<file path="src/rtl/core/max_pool_2d_stream_macros.svh">
// ----------------------------------------------------------------------------
// max_pool_2d_stream assertion macros
// concurrent checks on i_clk, compiled out when SYNTH is defined
// ----------------------------------------------------------------------------
`ifndef MAX_POOL_2D_STREAM_MACROS_SVH
`define MAX_POOL_2D_STREAM_MACROS_SVH
`ifndef SYNTH
// checked outside reset only
`define MP2DS_ASSERT(label, prop) \
    label: assert property (@(posedge i_clk) disable iff (!i_rst_n) prop) \
        else $error("max_pool_2d_stream: check failed");
// checked at every edge, reset included
`define MP2DS_ASSERT_ALWAYS(label, prop) \
    label: assert property (@(posedge i_clk) prop) \
        else $error("max_pool_2d_stream: check failed");
`else
`define MP2DS_ASSERT(label, prop)
`define MP2DS_ASSERT_ALWAYS(label, prop)
`endif
`endif

</file>
<file path="src/rtl/core/mp2ds_win_cell.sv">
// ----------------------------------------------------------------------------
// mp2ds_win_cell
// one column of the horizontal window: holds a column maximum, shifts it on
// to its neighbor and folds it into the running window maximum
// ----------------------------------------------------------------------------
`timescale 1ns / 1ps

module mp2ds_win_cell #(
    parameter int DATA_BITS = 16
) (
    input  logic                        i_clk,
    input  logic                        i_shift,
    input  logic signed [DATA_BITS-1:0] i_data,
    input  logic                        i_use,
    input  logic signed [DATA_BITS-1:0] i_max,
    output logic signed [DATA_BITS-1:0] o_data,
    output logic signed [DATA_BITS-1:0] o_max
);

    logic signed [DATA_BITS-1:0] r_val;

    always_ff @(posedge i_clk) begin
        if (i_shift) begin
            r_val <= i_data;
        end
    end

    assign o_data = r_val;
    assign o_max  = (i_use && (r_val > i_max)) ? r_val : i_max;

endmodule

</file>
<file path="config.mk">
export PLATFORM = sky130hd
export DESIGN_NAME = mp2ds_win_cell
export DESIGN_NICKNAME = d
export VERILOG_FILES = /design/src/rtl/core/max_pool_2d_stream_macros.svh /design/src/rtl/core/mp2ds_win_cell.sv
export SDC_FILE = /design/constraint.sdc
export NUM_CORES = 1
export LEC_CHECK = 0
export BUFFER_PORTS_ARGS = -buffer_cell sky130_fd_sc_hd__buf_2
export CAP_MARGIN = 40
export CORE_MARGIN = 1
export CORE_UTILIZATION = 40
export CTS_CLUSTER_DIAMETER = 30
export CTS_CLUSTER_SIZE = 25
export DETAILED_ROUTE_END_ITERATION = 12
export HOLD_SLACK_MARGIN = 0.05
export PLACE_DENSITY = 0.73
export SLEW_MARGIN = 10
export SYNTH_ARGS = -nofsm -noshare
export SYNTH_HDL_FRONTEND = slang
export SYNTH_SLANG_ARGS = --single-unit
</file>
<file path="constraint.sdc">
create_clock -name i_clk -period 2.6 [get_ports i_clk]
set_input_delay 0 -clock i_clk [delete_from_list [all_inputs] [get_ports i_clk]]
set_output_delay 0 -clock i_clk [all_outputs]
set_load 0.005 [all_outputs]
</file>
# [Yosys cells after proc, flatten, opt, wreduce, memory -nomap -nowiden]
# Cells that the tools add are included.
[word_totals] input_bits=35 reg_bits=16 out_inout_bits=32 elab_cells=4
[classes] n_lt_le_gt_ge=1 mux=1 reduce_logical=1
[ops] op="$gt 16x16->1" n=1
[ops] op="$mux 16" n=1
[ops] op="$logic_and 1x1->1" n=1

# [Longest topological paths before layout]
# Gate-level depths: netlist (run 1).
[logic_depth] word_depth=3 depth_mapped=9 mapped_depth_nobuf=8

# [Least setup slack after synthesis (run 1)]
# No wires, ideal clock.
[synth_path] path_type="reg2out" startpoint="reg r_val[15], in the netlist o_data[15]" endpoint="out o_max[10]" stages_incl_launch_ff=8 n_path_buf=1 slack_ns=0.355 arrival_ns=2.245 t_required_ns=2.600 cell_sequence="edfxtp_1 -> ha_1 -> nand4_2 -> a2111oi_2 -> nor4_2 -> a211oi_4 -> buf_12 -> mux2_4"
[synth_between] elab_chain_len=3
[synth_lines] element="start, declared" line="mp2ds_win_cell.sv:20" text="logic signed [DATA_BITS-1:0] r_val;"
[synth_lines] element="start signal, assigned" line="mp2ds_win_cell.sv:24" text="r_val <= i_data;"
[synth_lines] element="$gt 16x16->1" line="mp2ds_win_cell.sv:29" text="assign o_max = (i_use && (r_val > i_max)) ? r_val : i_max;"
[synth_lines] element="$logic_and 1x1->1" line="mp2ds_win_cell.sv:29"
[synth_lines] element="$mux 16" line="mp2ds_win_cell.sv:29"
[synth_lines] element="end, declared" line="mp2ds_win_cell.sv:17" text="output logic signed [DATA_BITS-1:0] o_max"
# No other way between the ends.

# [Worst setup path after layout (run 1)]
[layout_path] startpoint="reg r_val[9], in the netlist o_data[9]" endpoint="out o_max[4]"
# The elaborated chain is that of the path after synthesis.

==> results of run 1 <==
-- repair_timing --
action | in CTS | in global routing
setup buffers | 2 | 2
resized for setup | 7 | 17
cloned | 1 | 0
endpoints found under the hold margin | 16 | 0
endpoints found under the setup margin | 16 | 16
hold buffers | 16 | 0
pin swaps | 2 | 1
-- per-layer routing --
layer	up-vias	global-route usage, %
li1	517	-
met1	509	19.5
met2	30	37.5
met3	4	2.33
met4	0	6.43
met5	-	0
-- cells by family after synthesis --
| family | after synthesis | synth area share (%) |
|---|---|---|
| compound gates | 14 | 9.41 |
| buf+inv | 18 | 7.24 |
| mux | 16 | 18.8 |
| flops | 16 | 41.5 |
| simple gates | 10 | 5.73 |
| fa+ha+maj | 16 | 17.3 |
-- layout by cell type, fill, tap and decap left out --
| cell | n |
|---|---|
| a211oi_4 | 1 |
| nor2b_2 | 1 |
| buf_2 | 53 |
| mux2_2 | 3 |
| a21o_1 | 3 |
| clkbuf_4 | 3 |
| nand2_1 | 2 |
| nand3_1 | 1 |
| nand4_1 | 3 |
| ha_1 | 15 |
| nor2_1 | 1 |
| a2111oi_4 | 1 |
| nor4_2 | 1 |
| dlygate4sd3_1 | 16 |
| buf_4 | 4 |
| nand4_4 | 1 |
| a21oi_1 | 6 |
| buf_6 | 16 |
| o211ai_1 | 1 |
| ha_4 | 1 |
| mux2_4 | 13 |
| edfxtp_1 | 16 |
| o21ai_0 | 1 |
| inv_1 | 17 |
| o41ai_1 | 1 |
-- area by class of cell --
type | count | area, sq um | share of cell area, %
sequential | 16 | 480 | 25.5
tap | 31 | 38.8 | 2.06
multi-input combinational | 56 | 641 | 34.0
inverter | 17 | 63.8 | 3.39
timing repair buffer | 89 | 636 | 33.8
clock buffer | 3 | 22.5 | 1.20
-- final timing paths --
path              slack (ps)                  end
setup / recovery          20             o_max[4]
hold / removal           160  o_data[4]$_DFFE_PP_
-- power breakdown --
part	total [W]	switching [W]	internal, W
combinational	0.000321	0.000129	0.000192
clock	0.000130	0.0000762	0.0000537
sequential	0.000322	0.0000146	0.000307
-- per-stage QoR --
step           TNS [ps]  total power (W)
2_1_floorplan         0         0.000464
3_3_place_gp          0         0.000555
3_5_place_dp          0         0.000564
4_1_cts               0         0.000727
5_1_grt           -2140         0.000813
6_report              0         0.000772
==> flow_summary.json, run 1 <==
{
  "ys_ff_latch": 16,
  "wl_met3_microns": 93,
  "clockBufferDepth": 2,
  "synth_commonest_cells": "inv_1, edfxtp_1, ha_1",
  "final_cells": 212,
  "min_from": "i_shift",
  "hold_depth": 1,
  "track_usage_pct": 18.7,
  "initial_core_util_pct": 42.0,
  "rsz0062_at_grt": "yes",
  "cts_tree": "built",
  "drt_first_iter_violations": 12,
  "grt_max_degree": 17,
  "critPathMaxFanout": 6,
  "tightest_slew_ps": 543,
  "antennaDiodeCount": 0,
  "fin_ws_ps": 18.4,
  "die_area_sq_um": 3110,
  "htreeDepth": 1,
  "hold_path.class": "in -> reg",
  "cap_violations": 0,
  "ios": 67,
  "crit_buf_inv": 2,
  "portBuffers": 66,
  "cts_buffers": 3,
  "hpwl_microns": 2140,
  "cp.arrival_ps": 2580,
  "syn-cell-area_sq_um": 1160,
  "post-place-cells": 188,
  "crit_slowest_cell": "edfxtp_1",
  "relSlewSlack_pct": 63.3,
  "syn_to_final_growth_pct": 62.6,
  "p_leak_nw": 0.947,
  "vias_per_cell": 5.00,
  "cts-root-buf": "clkbuf_4",
  "row_count": 19,
  "wl_met2_microns": 1710,
  "drcViolationCount": 0,
  "yosysWarnings": 0,
  "overflow": 0,
  "largest_reg_flops": 16,
  "drv_slew": 0,
  "grt_pass1_wl_microns": 4590,
  "crit_cells": 8,
  "drive_gt1_share_pct": 54.1,
  "cp-end-kind": "output pin",
  "status": "finished clean",
  "place_area_sq_um": 1520,
  "async_flop_share_pct": 0,
  "crit_family": "compound AO/OA/AOI/OAI gates",
  "die_y_microns": 55.8,
  "synth_nets": 141,
  "dp_slack_ps": 179,
  "period_share_pct": 99.3,
  "fillers": 208,
  "top_layer": "met4",
  "ant_nets": 0,
  "nets": 234,
  "core_area_sq_um": 2760,
  "max_freq_ghz": 0.387,
  "vias": 1060,
  "cp-start-kind": "flip-flop",
  "wl_per_cell_microns": 14.4,
  "setup_viol": 0,
  "synthFlopType": "edfxtp_1",
  "syn_avg_cell_area_sq_um": 12.9,
  "utilization_pct": 68.2,
  "dr.pass1.iters": 4,
  "drt_wl_total_microns": 3050,
  "critPathRequiredTime_ps": 2600,
  "seq_area_frac_synth_pct": 41.5,
  "final_area_sq_um": 1880,
  "cts.reportedPaths.clkPinSlew_ps": 90,
  "worst-setup-path-type": "reg -> out",
  "vdd_drop_max_mv": 0.330,
  "synth_edf_count": 16,
  "synth_most_common_cell": "inv_1",
  "cts.sink_count": 16,
  "synthCells": 90,
  "gp_congestion": 0.773,
  "powerDensity_nw_per_um2": 410,
  "synth_top_cell_area_share_pct": 41.5,
  "critPathLaunch": "o_data[9]$_DFFE_PP_",
  "finalHoldViolations": 0,
  "synth.area.top_cells": "edfxtp_1, ha_1, mux2_4, mux2_2, inv_1",
  "hold_slack_ps": 162,
  "drt-met1-wl_microns": 1220,
  "ys_types": 20,
  "die_w_microns": 55.8,
  "cp_common_cell": "buf_6",
  "grt_pass1_vias": 1115,
  "max_stage_delay_ps": 450,
  "post-synth-top-area-cell": "edfxtp_1",
  "fin_crit_ps": 2580,
  "cp_cell_sequence": "ha_4, nand4_1, a2111oi_4, nor4_2, a211oi_4, buf_6, mux2_4, buf_6",
  "antenna_found_initial": 0
}
Power figures use the tool's default switching activity.
==> run 2: changes to the inputs <==
RECOVER_POWER = 50   (was unset)
==> run 2 against run 1 <==
Critical path depth unchanged. Die area unchanged. Final area about the same. Via count stayed put. Power down 0.13%. Non-clock buffer count is the same.
==> flow_summary.json, run 2 (same netlist as run 1, synthesis figures left out) <==
{
  "status": "finished clean",
  "drt_wl_total_microns": 3040,
  "vdd_drop_max_mv": 0.328,
  "cts.reportedPaths.clkPinSlew_ps": 90,
  "nets": 234,
  "cts_tree": "built",
  "syn_to_final_growth_pct": 62.5,
  "cts_buffers": 3,
  "cts.sink_count": 16,
  "antennaDiodeCount": 0,
  "critPathMaxFanout": 6,
  "drt_first_iter_violations": 12,
  "grt_pass1_wl_microns": 4590,
  "crit_family": "compound AO/OA/AOI/OAI gates",
  "hold_path.class": "in -> out",
  "p_leak_nw": 0.944,
  "crit_slowest_cell": "edfxtp_1",
  "setup_viol": 0,
  "multiInputGateArea_sq_um": 641,
  "final_cells": 212,
  "final_area_sq_um": 1880,
  "drv_slew": 0,
  "antenna_found_initial": 0,
  "cap_violations": 0,
  "cp-end-kind": "output pin",
  "post-place-cells": 188,
  "hold_slack_ps": 301,
  "die_y_microns": 55.8,
  "drcViolationCount": 0,
  "grt_max_degree": 17,
  "fillers": 208,
  "dr.pass1.iters": 4,
  "fin_crit_ps": 2580,
  "period_share_pct": 99.3,
  "row_count": 19,
  "regArea_sq_um": 480,
  "cp_common_cell": "buf_6",
  "grt_pass1_vias": 1115,
  "core_area_sq_um": 2760,
  "drt-met1-wl_microns": 1200,
  "gp_congestion": 0.773,
  "utilization_pct": 68.2,
  "tightest_slew_ps": 915,
  "wl_met2_microns": 1710,
  "ios": 67,
  "htreeDepth": 1,
  "die_area_sq_um": 3110,
  "drive_gt1_share_pct": 53.6,
  "ant_nets": 0,
  "track_usage_pct": 18.7,
  "cts-root-buf": "clkbuf_4",
  "top_layer": "met4",
  "critPathRequiredTime_ps": 2600,
  "cp-start-kind": "flip-flop",
  "rsz0062_at_grt": "yes",
  "vias": 1060,
  "place_area_sq_um": 1520,
  "crit_buf_inv": 2,
  "max_freq_ghz": 0.387,
  "clockBufferDepth": 2,
  "finalHoldViolations": 0,
  "initial_core_util_pct": 42.0,
  "vias_per_cell": 5.00,
  "powerDensity_nw_per_um2": 410,
  "worst-setup-path-type": "reg -> out",
  "max_stage_delay_ps": 450,
  "relSlewSlack_pct": 39.0,
  "portBuffers": 66,
  "wl_per_cell_microns": 14.3,
  "die_w_microns": 55.8,
  "hpwl_microns": 2140,
  "wl_met3_microns": 90,
  "cp.arrival_ps": 2580,
  "largest_reg_flops": 16,
  "final_common_cell": "buf_2",
  "overflow": 0,
  "cp_cell_sequence": "ha_4, nand4_1, a2111oi_4, nor4_2, a211oi_4, buf_6, mux2_4, buf_6",
  "final_cell_mix": "buf_2, inv_1, buf_6, dlygate4sd3_1, edfxtp_1"
}
==> run 2: cell types whose count changed in the layout (fill, tap and decap cells not counted) <==
cell	previous run	this run
buf_2	53	52
clkbuf_1	0	1
==> run 2: through the flow <==
stage | TNS [ps] | setup WS [ps] | total power, W
after floorplan | 0 | 355 | 0.000464
after global placement | 0 | 280 | 0.000555
after detailed placement | 0 | 179 | 0.000564
after CTS | 0 | 0.809 | 0.000727
after global routing | -2140 | -152 | 0.000813
final | 0 | 17.5 | 0.000771
==> run 2: worst paths after layout <==
check,from,end,slack [ps],depth (start not counted)
setup / recovery,o_data[9]$_DFFE_PP_,o_max[4],20,8
hold / removal,i_max[13],o_max[13],300,3
==> run 2: repair_timing <==
item / 4_1_cts / 5_1_grt
hold endpoints to repair: 16 / 0
hold buffers: 16 / 0
cloned: 1 / 0
setup buffers: 2 / 2
endpoints found under the setup margin: 16 / 16
gates resized for setup: 7 / 17
pin swaps: 2 / 1
==> run 2: power breakdown <==
part | internal [W] | switching (W)
Combinational | 0.000191 | 0.000129
Clock | 0.0000537 | 0.0000751
Sequential | 0.000308 | 0.0000146
==> run 2: final cells by class <==
class,count,share of cell area (%)
Multi-Input combinational cell,56,34.1
Timing Repair Buffer,89,33.7
Sequential cell,16,25.5
Inverter,17,3.39
Tap cell,31,2.06
Clock buffer,3,1.20
==> run 2: worst min-delay path, stage by stage <==
cell    delay [ps]
buf_2           80
mux2_4         130
buf_6           80
==> run 2: per-layer routing <==
| layer | vias to the layer above | GRT usage [%] |
|---|---|---|
| met3 | 4 | 2.33 |
| met2 | 30 | 37.5 |
| met5 | - | 0 |
| li1 | 517 | - |
| met4 | 0 | 6.43 |
| met1 | 509 | 19.5 |
==> run 3: changes to the inputs <==
CELL_PAD_IN_SITES_DETAIL_PLACEMENT = 1   (was unset)
CELL_PAD_IN_SITES_GLOBAL_PLACEMENT = 1   (was unset)
CORE_UTILIZATION = 32   (was 40)
PLACE_DENSITY = 0.78   (was 0.73)
==> run 3 against run 2 <==
The flow now finishes with violations (negative setup slack). Final area is 1.3% higher. Worst setup slack worse by 98 ps. Via count is 1.1% lower. Global-route usage is 0.44 points lower. Flip-flop and latch count stayed put. Combinational power hardly changed. Critical path depth is 1 higher. Critical endpoint is now o_max[2]. Largest cell class unchanged. Highest routed layer unchanged.
==> flow_summary.json, run 3 (same netlist as run 1, synthesis figures left out) <==
{
  "final_cell_mix": "buf_2, inv_1, dlygate4sd3_1, edfxtp_1",
  "ant_nets": 0,
  "overflow": 0,
  "grt_pass1_vias": 1205,
  "cts-root-buf": "clkbuf_4",
  "drt_first_iter_violations": 17,
  "fin_total_pwr_w": 0.000787,
  "cts_buffers": 3,
  "cts.reportedPaths.clkPinSlew_ps": 100,
  "final_common_cell": "buf_2",
  "worst-setup-path-type": "reg -> out",
  "finalHoldViolations": 0,
  "max_freq_ghz": 0.373,
  "cp-end-kind": "output pin",
  "vias": 1048,
  "antennaDiodeCount": 0,
  "cap_violations": 0,
  "relSlewSlack_pct": 38.1,
  "cp.arrival_ps": 2680,
  "critPathMaxFanout": 6,
  "antenna_found_initial": 0,
  "hold_path.class": "in -> out",
  "multiInputGateArea_sq_um": 654,
  "track_usage_pct": 18.2,
  "fillers": 364,
  "hpwl_microns": 2430,
  "core_area_sq_um": 3390,
  "vias_per_cell": 4.60,
  "rsz0062_at_grt": "yes",
  "die_w_microns": 62.1,
  "fin_ws_ps": -80.3,
  "htreeDepth": 1,
  "clockBufferDepth": 2,
  "utilization_pct": 56.2,
  "grt_pass1_wl_microns": 5440,
  "gp_congestion": 0.793,
  "period_share_pct": 103,
  "die_y_microns": 62.1,
  "ios": 67,
  "drt_wl_total_microns": 3420,
  "dr.pass1.iters": 4,
  "drive_gt1_share_pct": 54.4,
  "powerDensity_nw_per_um2": 413,
  "nets": 234,
  "fin_crit_ps": 2680,
  "drcViolationCount": 0,
  "initial_core_util_pct": 34.1,
  "wl_per_cell_microns": 15.0,
  "cp-start-kind": "flip-flop",
  "regArea_sq_um": 480,
  "cts.sink_count": 16,
  "critPathRequiredTime_ps": 2600,
  "largest_reg_flops": 16,
  "drv_slew": 0,
  "portBuffers": 66,
  "p_leak_nw": 0.937,
  "grt_max_degree": 17,
  "cts_tree": "built",
  "status": "complete, but fails checks",
  "violations": "negative setup slack",
  "syn_to_final_growth_pct": 64.5,
  "die_area_sq_um": 3860,
  "vdd_drop_max_mv": 0.240,
  "row_count": 21,
  "tightest_slew_ps": 928,
  "setup_viol": 16
}
## run 3: metrics by stage
step | cells | setup TNS (ps) | cell area, sq um | hold slack (ps) | worst slack (ps)
2_1_floorplan | 90 | 0 | 1160 | 98.9 | 355
3_3_place_gp | 203 | 0 | 1540 | 176 | 290
3_5_place_dp | 203 | 0 | 1540 | 178 | 185
4_1_cts | 225 | -521 | 1860 | 145 | -48.6
5_1_grt | 228 | -2400 | 1900 | 321 | -178
6_report | 228 | -837 | 1900 | 306 | -80.3
## run 3: path summary, 6_finish.rpt
| check | from | endpoint | depth (start not counted) |
|---|---|---|---|
| worst max-delay path | o_data[1]$_DFFE_PP_ | o_max[2] | 9 |
| worst min-delay path | i_max[11] | o_max[11] | 3 |
## run 3: final cells by class
type	count	share of cell area, %
Timing Repair Buffer	89	32.7
Inverter	17	3.35
Multi-Input combinational cell	56	34.4
Clock buffer	3	1.18
Clock inverter	1	0.197
Tap cell	46	3.02
Sequential cell	16	25.2
## run 3: what timing repair did
item	4_1_cts	5_1_grt
endpoints found under the hold margin	16	0
endpoints found under the setup margin	16	16
pin swaps	2	1
hold buffers	16	0
gates resized for setup	18	3
setup buffers	1	3
gates cloned	1	0
## run 3: per-layer routing
layer	vias to the layer above	GRT usage, %	part of all wire [%]
met2	41	36.3	55
met3	7	4.96	5.1
met5	-	0	0
li1	515	-	-
met1	485	17.9	38
met4	0	5.52	1.2
## run 3: critical path, stage by stage, from the launching register on
cell and delay, ps:
edfxtp_1 460, ha_4 300, nor2b_4 120, o211ai_1 140
a2111oi_4 330, nor4_2 110, a211oi_4 270, buf_6 180
mux2_2 350, buf_6 120
## run 3: report_power, final
part	internal, W	total, W	switching [W]
clock	0.0000559	0.000144	0.0000882
sequential	0.000308	0.000324	0.0000165
combinational	0.000188	0.000319	0.000130
total	0.000552	0.000787	0.000235
